File: config.mk
export PLATFORM = sky130hd
export DESIGN_NAME = page_flash_command_splitter
export DESIGN_NICKNAME = d
export VERILOG_FILES = /design/src/design/fcs_pkg.sv /design/src/design/fcs_div.sv /design/src/design/fcs_dp.sv /design/src/design/fcs_ctrl.sv /design/src/design/page_flash_command_splitter.sv
export SDC_FILE = /design/constraint.sdc
export NUM_CORES = 1
export LEC_CHECK = 0
export ABC_AREA = 1
export ABC_CLOCK_PERIOD_IN_PS = 8400
export BUFFER_PORTS_ARGS = -buffer_cell sky130_fd_sc_hd__buf_2
export CAP_MARGIN = 10
export CORE_MARGIN = 8
export CORE_UTILIZATION = 45
export CTS_BUF_LIST = sky130_fd_sc_hd__clkbuf_16
export DETAILED_ROUTE_END_ITERATION = 8
export SLEW_MARGIN = 40
export SYNTH_ARGS = -nofsm -noshare
export SYNTH_HDL_FRONTEND = slang
export SYNTH_SLANG_ARGS = --single-unit
File: constraint.sdc
create_clock -name clk_i -period 8.4 [get_ports clk_i]
set_clock_uncertainty 0.05 [all_clocks]
set_input_delay 0.42 -clock clk_i [delete_from_list [all_inputs] [get_ports clk_i]]
set_output_delay 0.42 -clock clk_i [all_outputs]
set_load 0.05 [all_outputs]
File: src/design/fcs_pkg.sv
// ----------------------------------------------------------------------------
// fcs_pkg: shared types and constants of the page flash command splitter
// Field widths, command and status codes, register map and the structs that
// join the controller and the datapath.
// ----------------------------------------------------------------------------
`default_nettype none

package fcs_pkg;

  // Field widths
  localparam int unsigned ADDR_BITS      = 24;
  localparam int unsigned OP_W           = 2;
  localparam int unsigned LEN_W          = 24;
  localparam int unsigned KIND_W         = 3;
  localparam int unsigned SEG_W          = 12;
  localparam int unsigned PAGE_IDX_W     = 14;
  localparam int unsigned STAT_W         = 2;
  localparam int unsigned PSZ_W          = 12;
  localparam int unsigned SHIFT_W        = 4;
  localparam int unsigned CHIP_W         = 25;
  localparam int unsigned DIV_CNT_W      = $clog2(LEN_W + 1);

  // Limits
  localparam int unsigned MAX_SPAN_PAGES = 32;
  localparam logic [PSZ_W-1:0] PSZ_MAX   = PSZ_W'(2048);
  localparam logic [PSZ_W-1:0] PSZ_MIN   = PSZ_W'(1);
  localparam logic [ADDR_BITS-1:0] ADDR_LOW_MASK = ADDR_BITS'(32'h0000_00FF);

  // Register map (word index)
  localparam int unsigned REG_IDX_W      = 2;
  localparam int unsigned PADDR_W        = REG_IDX_W + 2;
  localparam logic [REG_IDX_W-1:0] REG_PAGE_BYTES = 2'd0;
  localparam logic [REG_IDX_W-1:0] REG_PAGE_SHIFT = 2'd1;
  localparam logic [REG_IDX_W-1:0] REG_CHIP_BYTES = 2'd2;
  localparam logic [PSZ_W-1:0]   PAGE_BYTES_RST = PSZ_W'(528);
  localparam logic [SHIFT_W-1:0] PAGE_SHIFT_RST = SHIFT_W'(10);
  localparam logic [CHIP_W-1:0]  CHIP_BYTES_RST = CHIP_W'(2162688);

  // Operations
  localparam logic [OP_W-1:0] OP_READ   = 2'd0;
  localparam logic [OP_W-1:0] OP_WRITE  = 2'd1;
  localparam logic [OP_W-1:0] OP_ERASE  = 2'd2;
  localparam logic [OP_W-1:0] OP_UNUSED = 2'd3;

  // Command kinds
  localparam logic [KIND_W-1:0] KIND_READ    = 3'd0;
  localparam logic [KIND_W-1:0] KIND_LOAD    = 3'd1;
  localparam logic [KIND_W-1:0] KIND_PROGRAM = 3'd2;
  localparam logic [KIND_W-1:0] KIND_ERASE   = 3'd3;
  localparam logic [KIND_W-1:0] KIND_NONE    = 3'd4;

  // Status codes
  localparam logic [STAT_W-1:0] STAT_OK       = 2'd0;
  localparam logic [STAT_W-1:0] STAT_BEYOND   = 2'd1;
  localparam logic [STAT_W-1:0] STAT_MISALIGN = 2'd2;
  localparam logic [STAT_W-1:0] STAT_SPAN     = 2'd3;

  // Result selection for the datapath
  localparam int unsigned EMIT_SEL_W = 2;
  localparam logic [EMIT_SEL_W-1:0] EMIT_FLAG = 2'd0;  // empty or error beat
  localparam logic [EMIT_SEL_W-1:0] EMIT_LOAD = 2'd1;  // page to buffer
  localparam logic [EMIT_SEL_W-1:0] EMIT_MAIN = 2'd2;  // read, program or erase

  typedef struct packed {
    logic [OP_W-1:0]  operation;
    logic [LEN_W-1:0] start_address;
    logic [LEN_W-1:0] byte_length;
  } req_t;

  typedef struct packed {
    logic [KIND_W-1:0]     command_kind;
    logic [ADDR_BITS-1:0]  device_address;
    logic [SEG_W-1:0]      segment_bytes;
    logic [PAGE_IDX_W-1:0] page_index;
    logic [STAT_W-1:0]     status;
    logic                  last;
  } res_t;

  typedef struct packed {
    logic [PSZ_W-1:0]   page_bytes;
    logic [SHIFT_W-1:0] page_shift;
    logic [CHIP_W-1:0]  chip_bytes;
  } cfg_t;

  // Controller to datapath
  typedef struct packed {
    logic                  load;       // capture the request
    logic                  div_go;     // launch a division
    logic                  div_len;    // divide the length, else the address
    logic                  take_page;  // keep quotient and remainder as page, offset
    logic                  emit;       // register a result beat
    logic [EMIT_SEL_W-1:0] emit_sel;
    logic [STAT_W-1:0]     status;
    logic                  step;       // advance to the next page
  } cmd_t;

  // Datapath to controller
  typedef struct packed {
    logic empty_req;
    logic over_chip;
    logic is_write;
    logic is_erase;
    logic div_done;
    logic div_rem_zero;
    logic off_zero;
    logic len_zero;
    logic span_over;
    logic partial;
    logic final_seg;
  } sts_t;

endpackage

`default_nettype wire

File: src/design/fcs_div.sv
// ----------------------------------------------------------------------------
// fcs_div: iterative restoring divider
// Divides a byte address or length by the page size, one quotient bit a cycle.
// ----------------------------------------------------------------------------
`default_nettype none

module fcs_div (
  input  logic                        clk_i,
  input  logic                        rst_ni,
  input  logic                        go_i,
  input  logic [fcs_pkg::LEN_W-1:0]   dividend_i,
  input  logic [fcs_pkg::PSZ_W-1:0]   divisor_i,
  output logic                        done_o,
  output logic [fcs_pkg::LEN_W-1:0]   quotient_o,
  output logic [fcs_pkg::PSZ_W-1:0]   remainder_o
);

  logic                              busy_q, busy_d;
  logic                              done_q, done_d;
  logic [fcs_pkg::DIV_CNT_W-1:0]     cnt_q, cnt_d;
  logic [fcs_pkg::LEN_W-1:0]         quo_q, quo_d;
  logic [fcs_pkg::PSZ_W-1:0]         rem_q, rem_d;
  logic [fcs_pkg::PSZ_W:0]           trial;
  logic [fcs_pkg::PSZ_W:0]           diff;
  logic                              fits;

  // Bring down the next dividend bit and try the subtraction
  assign trial = {rem_q, quo_q[fcs_pkg::LEN_W-1]};
  assign diff  = trial - {1'b0, divisor_i};
  assign fits  = trial >= {1'b0, divisor_i};

  always_comb begin
    busy_d = busy_q;
    done_d = 1'b0;
    cnt_d  = cnt_q;
    quo_d  = quo_q;
    rem_d  = rem_q;
    if (go_i && !busy_q) begin
      busy_d = 1'b1;
      cnt_d  = fcs_pkg::DIV_CNT_W'(fcs_pkg::LEN_W);
      quo_d  = dividend_i;
      rem_d  = '0;
    end else if (busy_q) begin
      quo_d = {quo_q[fcs_pkg::LEN_W-2:0], fits};
      rem_d = fits ? diff[fcs_pkg::PSZ_W-1:0] : trial[fcs_pkg::PSZ_W-1:0];
      cnt_d = cnt_q - 1'b1;
      if (cnt_q == fcs_pkg::DIV_CNT_W'(1)) begin
        busy_d = 1'b0;
        done_d = 1'b1;
      end
    end
  end

  always_ff @(posedge clk_i or negedge rst_ni) begin
    if (!rst_ni) begin
      busy_q <= 1'b0;
      done_q <= 1'b0;
      cnt_q  <= '0;
    end else begin
      busy_q <= busy_d;
      done_q <= done_d;
      cnt_q  <= cnt_d;
    end
  end

  always_ff @(posedge clk_i) begin
    quo_q <= quo_d;
    rem_q <= rem_d;
  end

  assign done_o      = done_q;
  assign quotient_o  = quo_q;
  assign remainder_o = rem_q;

endmodule

`default_nettype wire

File: src/design/fcs_dp.sv
// ----------------------------------------------------------------------------
// fcs_dp: request datapath
// Holds the request, page, offset and remaining count, runs the divider,
// forms device addresses and registers each result beat.
// ----------------------------------------------------------------------------
`default_nettype none

module fcs_dp (
  input  logic             clk_i,
  input  logic             rst_ni,
  input  fcs_pkg::cfg_t    cfg_i,
  input  fcs_pkg::req_t    req_i,
  input  fcs_pkg::cmd_t    cmd_i,
  output fcs_pkg::sts_t    sts_o,
  output logic             res_strobe_o,
  output fcs_pkg::res_t    res_o
);

  logic [fcs_pkg::PSZ_W-1:0]     psz;
  logic [fcs_pkg::OP_W-1:0]      op_q;
  logic [fcs_pkg::LEN_W-1:0]     start_q;
  logic [fcs_pkg::LEN_W-1:0]     len_q;
  logic [fcs_pkg::LEN_W-1:0]     page_q;
  logic [fcs_pkg::PSZ_W-1:0]     offset_q;
  logic [fcs_pkg::LEN_W-1:0]     remaining_q;
  logic                          strobe_q;
  fcs_pkg::res_t                 res_q, res_d;

  logic                          div_done;
  logic [fcs_pkg::LEN_W-1:0]     div_quo;
  logic [fcs_pkg::PSZ_W-1:0]     div_rem;
  logic [fcs_pkg::LEN_W-1:0]     div_operand;

  logic [fcs_pkg::CHIP_W-1:0]    req_end;
  logic [fcs_pkg::CHIP_W-1:0]    span_need;
  logic [fcs_pkg::CHIP_W-1:0]    span_lim;
  logic [fcs_pkg::PSZ_W-1:0]     avail;
  logic                          fits_page;
  logic [fcs_pkg::SEG_W-1:0]     seg;
  logic [fcs_pkg::ADDR_BITS-1:0] addr_base;
  logic [fcs_pkg::ADDR_BITS-1:0] addr_main;
  logic [fcs_pkg::ADDR_BITS-1:0] addr_page;

  // Clamp the page size into 1 .. 2048
  always_comb begin
    if (cfg_i.page_bytes == '0) begin
      psz = fcs_pkg::PSZ_MIN;
    end else if (cfg_i.page_bytes > fcs_pkg::PSZ_MAX) begin
      psz = fcs_pkg::PSZ_MAX;
    end else begin
      psz = cfg_i.page_bytes;
    end
  end

  assign div_operand = cmd_i.div_len ? len_q : start_q;

  fcs_div u_div (
    .clk_i       (clk_i),
    .rst_ni      (rst_ni),
    .go_i        (cmd_i.div_go),
    .dividend_i  (div_operand),
    .divisor_i   (psz),
    .done_o      (div_done),
    .quotient_o  (div_quo),
    .remainder_o (div_rem)
  );

  // Range and span checks
  assign req_end   = {1'b0, start_q} + {1'b0, len_q};
  assign span_need = fcs_pkg::CHIP_W'(offset_q) + {1'b0, len_q};
  assign span_lim  = fcs_pkg::CHIP_W'(psz) * fcs_pkg::CHIP_W'(fcs_pkg::MAX_SPAN_PAGES);

  // Segment within the current page
  assign avail     = psz - offset_q;
  assign fits_page = remaining_q <= fcs_pkg::LEN_W'(avail);
  assign seg       = fits_page ? remaining_q[fcs_pkg::SEG_W-1:0] : avail;

  // Device address: page shifted into place, plus offset
  assign addr_base = page_q << cfg_i.page_shift;
  assign addr_main = addr_base + fcs_pkg::ADDR_BITS'(offset_q);
  assign addr_page = addr_base & ~fcs_pkg::ADDR_LOW_MASK;

  always_comb begin
    sts_o.empty_req    = (op_q == fcs_pkg::OP_UNUSED) ||
                         ((len_q == '0) && (op_q != fcs_pkg::OP_ERASE));
    sts_o.over_chip    = req_end > cfg_i.chip_bytes;
    sts_o.is_write     = op_q == fcs_pkg::OP_WRITE;
    sts_o.is_erase     = op_q == fcs_pkg::OP_ERASE;
    sts_o.div_done     = div_done;
    sts_o.div_rem_zero = div_rem == '0;
    sts_o.off_zero     = offset_q == '0;
    sts_o.len_zero     = len_q == '0;
    sts_o.span_over    = span_need > span_lim;
    sts_o.partial      = seg != psz;
    sts_o.final_seg    = fits_page;
  end

  // Result beat selection
  always_comb begin
    res_d = '0;
    case (cmd_i.emit_sel)
      fcs_pkg::EMIT_FLAG: begin
        res_d.command_kind = fcs_pkg::KIND_NONE;
        res_d.status       = cmd_i.status;
        res_d.last         = 1'b1;
      end
      fcs_pkg::EMIT_LOAD: begin
        res_d.command_kind   = fcs_pkg::KIND_LOAD;
        res_d.device_address = addr_page;
        res_d.page_index     = page_q[fcs_pkg::PAGE_IDX_W-1:0];
        res_d.status         = fcs_pkg::STAT_OK;
      end
      fcs_pkg::EMIT_MAIN: begin
        res_d.page_index = page_q[fcs_pkg::PAGE_IDX_W-1:0];
        res_d.status     = fcs_pkg::STAT_OK;
        res_d.last       = fits_page;
        case (op_q)
          fcs_pkg::OP_READ: begin
            res_d.command_kind   = fcs_pkg::KIND_READ;
            res_d.device_address = addr_main;
            res_d.segment_bytes  = seg;
          end
          fcs_pkg::OP_WRITE: begin
            res_d.command_kind   = fcs_pkg::KIND_PROGRAM;
            res_d.device_address = addr_main;
            res_d.segment_bytes  = seg;
          end
          fcs_pkg::OP_ERASE: begin
            res_d.command_kind   = fcs_pkg::KIND_ERASE;
            res_d.device_address = addr_page;
          end
          default: begin
            res_d.command_kind = fcs_pkg::KIND_NONE;
          end
        endcase
      end
      default: begin
        res_d.command_kind = fcs_pkg::KIND_NONE;
        res_d.last         = 1'b1;
      end
    endcase
  end

  always_ff @(posedge clk_i) begin
    if (cmd_i.load) begin
      op_q        <= req_i.operation;
      start_q     <= req_i.start_address;
      len_q       <= req_i.byte_length;
      remaining_q <= req_i.byte_length;
    end else if (cmd_i.step) begin
      remaining_q <= remaining_q - fcs_pkg::LEN_W'(seg);
    end
    if (cmd_i.take_page) begin
      page_q   <= div_quo;
      offset_q <= div_rem;
    end else if (cmd_i.step) begin
      page_q   <= page_q + 1'b1;
      offset_q <= '0;
    end
    if (cmd_i.emit) begin
      res_q <= res_d;
    end
  end

  always_ff @(posedge clk_i or negedge rst_ni) begin
    if (!rst_ni) begin
      strobe_q <= 1'b0;
    end else begin
      strobe_q <= cmd_i.emit;
    end
  end

  assign res_strobe_o = strobe_q;
  assign res_o        = res_q;

endmodule

`default_nettype wire

File: src/design/fcs_ctrl.sv
// ----------------------------------------------------------------------------
// fcs_ctrl: request sequencer
// Steps each request through its checks, the divisions and the per-page
// result beats.
// ----------------------------------------------------------------------------
`default_nettype none

module fcs_ctrl (
  input  logic           clk_i,
  input  logic           rst_ni,
  input  logic           start_i,
  input  fcs_pkg::sts_t  sts_i,
  output fcs_pkg::cmd_t  cmd_o,
  output logic           busy_o
);

  localparam int unsigned ST_W = 3;
  localparam logic [ST_W-1:0] S_IDLE    = 3'd0;
  localparam logic [ST_W-1:0] S_CHECK   = 3'd1;
  localparam logic [ST_W-1:0] S_DIV_ST  = 3'd2;
  localparam logic [ST_W-1:0] S_DIV_LEN = 3'd3;
  localparam logic [ST_W-1:0] S_SPAN    = 3'd4;
  localparam logic [ST_W-1:0] S_EMIT    = 3'd5;

  logic [ST_W-1:0] state_q, state_d;
  logic            loaded_q, loaded_d;

  always_comb begin
    state_d  = state_q;
    loaded_d = loaded_q;
    cmd_o    = '0;
    case (state_q)
      S_IDLE: begin
        if (start_i) begin
          cmd_o.load = 1'b1;
          state_d    = S_CHECK;
        end
      end
      S_CHECK: begin
        if (sts_i.empty_req) begin
          cmd_o.emit     = 1'b1;
          cmd_o.emit_sel = fcs_pkg::EMIT_FLAG;
          cmd_o.status   = fcs_pkg::STAT_OK;
          state_d        = S_IDLE;
        end else if (sts_i.over_chip) begin
          cmd_o.emit     = 1'b1;
          cmd_o.emit_sel = fcs_pkg::EMIT_FLAG;
          cmd_o.status   = fcs_pkg::STAT_BEYOND;
          state_d        = S_IDLE;
        end else begin
          cmd_o.div_go = 1'b1;
          state_d      = S_DIV_ST;
        end
      end
      S_DIV_ST: begin
        if (sts_i.div_done) begin
          cmd_o.take_page = 1'b1;
          if (sts_i.is_erase) begin
            cmd_o.div_go  = 1'b1;
            cmd_o.div_len = 1'b1;
            state_d       = S_DIV_LEN;
          end else begin
            state_d = S_SPAN;
          end
        end
      end
      S_DIV_LEN: begin
        cmd_o.div_len = 1'b1;
        if (sts_i.div_done) begin
          if (!sts_i.off_zero || !sts_i.div_rem_zero) begin
            cmd_o.emit     = 1'b1;
            cmd_o.emit_sel = fcs_pkg::EMIT_FLAG;
            cmd_o.status   = fcs_pkg::STAT_MISALIGN;
            state_d        = S_IDLE;
          end else if (sts_i.len_zero) begin
            cmd_o.emit     = 1'b1;
            cmd_o.emit_sel = fcs_pkg::EMIT_FLAG;
            cmd_o.status   = fcs_pkg::STAT_OK;
            state_d        = S_IDLE;
          end else begin
            state_d = S_SPAN;
          end
        end
      end
      S_SPAN: begin
        loaded_d = 1'b0;
        if (sts_i.span_over) begin
          cmd_o.emit     = 1'b1;
          cmd_o.emit_sel = fcs_pkg::EMIT_FLAG;
          cmd_o.status   = fcs_pkg::STAT_SPAN;
          state_d        = S_IDLE;
        end else begin
          state_d = S_EMIT;
        end
      end
      S_EMIT: begin
        cmd_o.emit = 1'b1;
        if (sts_i.is_write && sts_i.partial && !loaded_q) begin
          // partial page write: fetch the page into the buffer first
          cmd_o.emit_sel = fcs_pkg::EMIT_LOAD;
          loaded_d       = 1'b1;
        end else begin
          cmd_o.emit_sel = fcs_pkg::EMIT_MAIN;
          cmd_o.step     = 1'b1;
          loaded_d       = 1'b0;
          if (sts_i.final_seg) begin
            state_d = S_IDLE;
          end
        end
      end
      default: begin
        state_d = S_IDLE;
      end
    endcase
  end

  always_ff @(posedge clk_i or negedge rst_ni) begin
    if (!rst_ni) begin
      state_q  <= S_IDLE;
      loaded_q <= 1'b0;
    end else begin
      state_q  <= state_d;
      loaded_q <= loaded_d;
    end
  end

  assign busy_o = state_q != S_IDLE;

endmodule

`default_nettype wire

File: src/design/page_flash_command_splitter.sv
// ----------------------------------------------------------------------------
// page_flash_command_splitter: per-page flash command sequencer
// Splits read, write and erase requests into page-sized flash command beats.
// ----------------------------------------------------------------------------
// Pulse start with a request while busy is low; the request is taken at that
// edge. Result beats then appear on result_o, one per cycle at most, each
// marked by a single-cycle result_strobe_o. There is no back-pressure: capture
// every strobed beat, since nothing holds it. The beat with last set closes
// the request. Each request is checked first, after which an empty request or
// a beyond-chip error shows its single beat in the next cycle. Otherwise the
// start address is divided by the page size, giving 24 quotient bits and a
// remainder; an erase then also divides the length. Then comes the span
// check, then one beat per cycle, and a partial-page write spends one extra
// beat loading the page into the buffer. busy falls with the last beat being
// registered, so the next request can be taken in the cycle that beat is
// shown. Configure page_bytes, page_shift and chip_bytes over the APB port
// (byte addresses 0x0, 0x4, 0x8) only while busy is low and no beat is
// pending.
// ----------------------------------------------------------------------------
`default_nettype none

module page_flash_command_splitter (
  input  logic                          clk_i,
  input  logic                          rst_ni,
  // request side
  input  logic                          start,
  output logic                          busy,
  input  fcs_pkg::req_t                 request_i,
  // result side
  output logic                          result_strobe_o,
  output fcs_pkg::res_t                 result_o,
  // configuration port
  input  logic                          psel,
  input  logic                          penable,
  input  logic                          pwrite,
  input  logic [fcs_pkg::PADDR_W-1:0]   paddr,
  input  logic [31:0]                   pwdata,
  output logic [31:0]                   prdata,
  output logic                          pready
);

  logic [fcs_pkg::PSZ_W-1:0]     page_bytes_q;
  logic [fcs_pkg::SHIFT_W-1:0]   page_shift_q;
  logic [fcs_pkg::CHIP_W-1:0]    chip_bytes_q;
  logic                          cfg_wr;
  logic [fcs_pkg::REG_IDX_W-1:0] reg_idx;
  fcs_pkg::cfg_t                 cfg;
  fcs_pkg::cmd_t                 cmd;
  fcs_pkg::sts_t                 sts;

  // Register file: write on the access phase, reads are combinational
  assign pready  = 1'b1;
  assign reg_idx = paddr[fcs_pkg::PADDR_W-1:2];
  assign cfg_wr  = psel && penable && pwrite && pready;

  always_ff @(posedge clk_i or negedge rst_ni) begin
    if (!rst_ni) begin
      page_bytes_q <= fcs_pkg::PAGE_BYTES_RST;
      page_shift_q <= fcs_pkg::PAGE_SHIFT_RST;
      chip_bytes_q <= fcs_pkg::CHIP_BYTES_RST;
    end else if (cfg_wr) begin
      case (reg_idx)
        fcs_pkg::REG_PAGE_BYTES: page_bytes_q <= pwdata[fcs_pkg::PSZ_W-1:0];
        fcs_pkg::REG_PAGE_SHIFT: page_shift_q <= pwdata[fcs_pkg::SHIFT_W-1:0];
        fcs_pkg::REG_CHIP_BYTES: chip_bytes_q <= pwdata[fcs_pkg::CHIP_W-1:0];
        default: begin
          // unmapped: drop the write
        end
      endcase
    end
  end

  always_comb begin
    case (reg_idx)
      fcs_pkg::REG_PAGE_BYTES: prdata = 32'(page_bytes_q);
      fcs_pkg::REG_PAGE_SHIFT: prdata = 32'(page_shift_q);
      fcs_pkg::REG_CHIP_BYTES: prdata = 32'(chip_bytes_q);
      default:                 prdata = '0;
    endcase
  end

  assign cfg.page_bytes = page_bytes_q;
  assign cfg.page_shift = page_shift_q;
  assign cfg.chip_bytes = chip_bytes_q;

  // Sequencer: checks, divisions and per-page stepping
  fcs_ctrl u_ctrl (
    .clk_i   (clk_i),
    .rst_ni  (rst_ni),
    .start_i (start),
    .sts_i   (sts),
    .cmd_o   (cmd),
    .busy_o  (busy)
  );

  // Datapath: request hold, divider, address forming, result register
  fcs_dp u_dp (
    .clk_i        (clk_i),
    .rst_ni       (rst_ni),
    .cfg_i        (cfg),
    .req_i        (request_i),
    .cmd_i        (cmd),
    .sts_o        (sts),
    .res_strobe_o (result_strobe_o),
    .res_o        (result_o)
  );

endmodule

`default_nettype wire

==> run metrics <==
die width 216 um; pin count of the biggest net entering global routing 81; total setup violations reported at the end of the flow 0; first-pass GRT wire length 84,000 um; average detailed-routed wire length per instance 17.9 um; Multi-input gate area ~9400 sq um; chip height 216 um; Setup Crit Path Kind reg2reg; total clock buffers created by CTS 29; overall global routing resource usage 22.3%; status completed; slew at the pin closest to its max-slew limit 0.794 ns; post-CTS repair timing setup buffer count 0; Diodes inserted 0; total wirelength of the detailed-routed design 54,100 um; via count of the first global-routing pass 15.4k; CTS tree yes; area growth from synthesis to layout 16.1%; Buf+Inv Stages, Crit Path 5; number of hold buffers added after CTS 48; PD cells 359 nW/um^2; violation count after the first detailed-route iteration 1,075; final slew viol count 0; number of antenna violations at the first check in global routing 0; Max Clock Freq roughly 0.14 GHz; clock edge transition at the registers on the reported setup and hold paths around 0.060 ns; flip-flop and latch area 7280 sq um; overall via count from detail_route 16.0k; Static Leakage 9.87 nW; number of iterations in the first detailed-routing pass 6; final period demand of the worst path 6.95 ns; Yosys warning total 0; total number of nets in the final design 2,700; total of max-cap violations 0; startpoint type of the worst setup path flip-flop; share of synthesized area occupied by flip-flops and latches between 40% and 50%; kind of capture point of the worst setup path flip-flop; share of cells above drive strength 1 11.6%; share of the clock period used by the worst path after layout around 83%; most area-hungry cell type in the Yosys netlist sky130_fd_sc_hd__edfxtp_1; crit-path max FO 21; via/cell ratio 5.31; clock insertion delay at the later pin of the skew report 0.58 ns; Arr. time, crit path roughly 7.2 ns; Sum Neg Setup Slack 0 ns; async set-or-reset flop fraction in the synthesized netlist 20.8%; Post-synth EDFFs 190; most repeated library cell on the critical path sky130_fd_sc_hd__nand2_1; synthesized instance count 2,273; leading cell types by total area after synthesis sky130_fd_sc_hd__edfxtp_1 32%, sky130_fd_sc_hd__nand2_1 11%, sky130_fd_sc_hd__ha_1 9.3%; maximum ir drop on the vdd rail 0.243 mV; most common flop cell mapped by yosys sky130_fd_sc_hd__edfxtp_1; cell with the largest stage delay on the worst path sky130_fd_sc_hd__nor2_1; full die area roughly 47,000 sq um; clock root buffer master sky130_fd_sc_hd__clkbuf_16; number of placement rows 73; maximum level of the CTS H-tree 1; placement-stage worst setup slack 1.48 ns; Initial Util 45.5%; Post-DRT Antenna Nets 0; sum of overflow across all layers after global routing 0; Final HPWL DP 42,100 um; cell area after synthesis between 15,000 and 20,000 sq um; smallest setup slack after layout 1.45 ns; total DRC errors in the routed layout 0; cell family with most CP delay simple AND/OR/NAND/NOR gates; worst hold path class in2reg; Avg Inst Size Synth around 8 sq um; Synth cell types 58; Buffers on Ports 165; fill cell count 3,809; flop and latch count out of synthesis 255; unrepaired setup endpoints after global routing false; count of boundary I/O pins 183; Slew headroom roughly 47%; number of hold violations in the final report 0; area inside the core boundary 39,600 sq um; Max clock buf depth 3; total number of clock tree sinks 255; Resize count post-CTS 0; required arrival time at the worst endpoint 8.69 ns; worst stage delay on the critical path 0.44 ns; proportion of netlist area held by the largest area contributor 31.7%; GPL Wtd Cong 0.916
[final timing paths]
kind | from | to | slack (ns) | cells past startpoint
worst max-delay path | page_bytes_q[6]$_DFFE_PN0P_ | u_dp.remaining_q[13]$_DFFE_PP_ | 1.45 | 37
worst min-delay path | pwdata[21] | chip_bytes_q[21]$_DFFE_PN1P_ | 0.03 | 3
worst max register to register | page_bytes_q[6]$_DFFE_PN0P_ | u_dp.remaining_q[13]$_DFFE_PP_ | 1.45 | 37
worst min register to register | chip_bytes_q[5]$_DFFE_PN0P_ | chip_bytes_q[5]$_DFFE_PN0P_ | 0.44 | 2
max in group asynchronous | rst_ni | chip_bytes_q[18]$_DFFE_PN0P_ | 7.35 | 3
min in group asynchronous | rst_ni | page_shift_q[2]$_DFFE_PN0P_ | 0.47 | 3
[cell usage after synthesis (all sizes together), types with 6 or more instances]
library cell	n
nand2	545
inv	295
o21ai	228
nor2	207
edfxtp	190
nand3	143
ha	134
a21oi	107
xor2	60
dfrtp	47
clkbuf	45
nand4	31
mux2i	25
buf	24
xnor2	23
nor4	20
nor3	18
o22ai	16
o211ai	15
dfxtp	12
or2	11
o21bai	9
a211oi	6
dfstp	6
fa	6
nand3b	6
[registers in the layout, summed over array words and instances (netlist names), 2 cells and up]
signal and count:
chip_bytes_q 25, page_bytes_q 12, page_shift_q 4, u_ctrl.state_q 3, u_dp.len_q 24, u_dp.offset_q 12
u_dp.op_q 2, u_dp.page_q 24, u_dp.remaining_q 24, u_dp.res_o 56, u_dp.start_q 24, u_dp.u_div.cnt_q 5
u_dp.u_div.quotient_o 24, u_dp.u_div.remainder_o 12
[routing by layer]
layer / share of wire, % / track usage, % / vias up
li1: - / - / 8036
met1: 45 / 29.5 / 7440
met2: 46 / 37.3 / 451
met3: 6.0 / 3.09 / 80
met4: 3.2 / 7.51 / 0
met5: 0 / 0 / -
[through the flow]
stage          area, sq um  instances  util (%)  hold WS, ns  power, mW
6_report             20900       3016      52.8       0.0328       7.51
5_1_grt              20900       3016      52.8      0.00801       8.11
4_1_cts              20900       3016      52.8      0.00140       7.53
3_5_place_dp         19300       2914      48.8        0.425       6.02
3_3_place_gp         19300       2914      48.8        0.419       5.94
2_1_floorplan        18000       2279         -       0.0744       5.04
[cell families (layout without fill, tap and decap cells)]
logic type | after synthesis | count (layout) | share of synthesized area (%)
other cells | 2 | 8 | 0.0417
compound gates | 418 | 418 | 12.8
simple gates | 985 | 985 | 23.5
fa+ha+maj | 140 | 140 | 9.97
xor+xnor | 83 | 83 | 4.03
mux | 25 | 25 | 1.39
flops | 255 | 255 | 40.4
buf+inv | 365 | 577 | 7.96
[cell usage in the layout, fill, tap and decap left out, types with 5 or more instances in the layout]
cell type	count
sky130_fd_sc_hd__nor3_1	17
sky130_fd_sc_hd__edfxtp_1	190
sky130_fd_sc_hd__buf_2	165
sky130_fd_sc_hd__dfxtp_1	12
sky130_fd_sc_hd__xnor2_1	23
sky130_fd_sc_hd__dfstp_2	6
sky130_fd_sc_hd__mux2i_1	25
sky130_fd_sc_hd__xor2_1	60
sky130_fd_sc_hd__bufinv_16	9
sky130_fd_sc_hd__a211oi_1	6
sky130_fd_sc_hd__inv_1	292
sky130_fd_sc_hd__o211ai_1	15
sky130_fd_sc_hd__nand2_1	531
sky130_fd_sc_hd__o21bai_1	9
sky130_fd_sc_hd__a21o_1	5
sky130_fd_sc_hd__nor2_2	14
sky130_fd_sc_hd__nand2_2	9
sky130_fd_sc_hd__clkinvlp_4	5
sky130_fd_sc_hd__o22ai_1	16
sky130_fd_sc_hd__nand3b_1	6
sky130_fd_sc_hd__nand3_1	137
sky130_fd_sc_hd__dlygate4sd3_1	48
sky130_fd_sc_hd__buf_4	13
sky130_fd_sc_hd__conb_1	8
sky130_fd_sc_hd__or2_2	10
sky130_fd_sc_hd__dfrtp_1	47
sky130_fd_sc_hd__nand2_4	5
sky130_fd_sc_hd__o21ai_0	225
sky130_fd_sc_hd__ha_1	134
sky130_fd_sc_hd__nand4_1	31
sky130_fd_sc_hd__nand3_2	5
sky130_fd_sc_hd__inv_2	5
sky130_fd_sc_hd__nor2_1	192
sky130_fd_sc_hd__fa_1	6
sky130_fd_sc_hd__clkbuf_16	29
sky130_fd_sc_hd__a21oi_1	106
sky130_fd_sc_hd__nor4_1	20
[area by class of cell]
class | count | share of cell area [%]
sequential | 255 | 34.8
tap | 525 | 3.14
timing repair buffer | 227 | 6.76
inverter | 296 | 5.31
multi-input combinational | 1659 | 44.7
clock inverter | 25 | 1.78
clock buffer | 29 | 3.47
[worst register-to-register path: cells and delay by family, from the launching register on]
kind	cells	cell delay (ns)
and+or+nand+nor	22	3.51
AOI/OAI and AO/OA	6	1.11
adders and majority gates	3	0.95
buffers and inverters	5	0.49
DFF	1	0.39
xor gates and xnor gates	1	0.21
[power by group]
part           leakage [nW]  switching (mW)  internal, mW
logic                  6.83            2.57          1.27
clock network         0.525           0.548         0.909
registers              2.51           0.316          1.89
total                  9.87            3.44          4.07
Note: power is estimated with default switching activity, not from simulation.
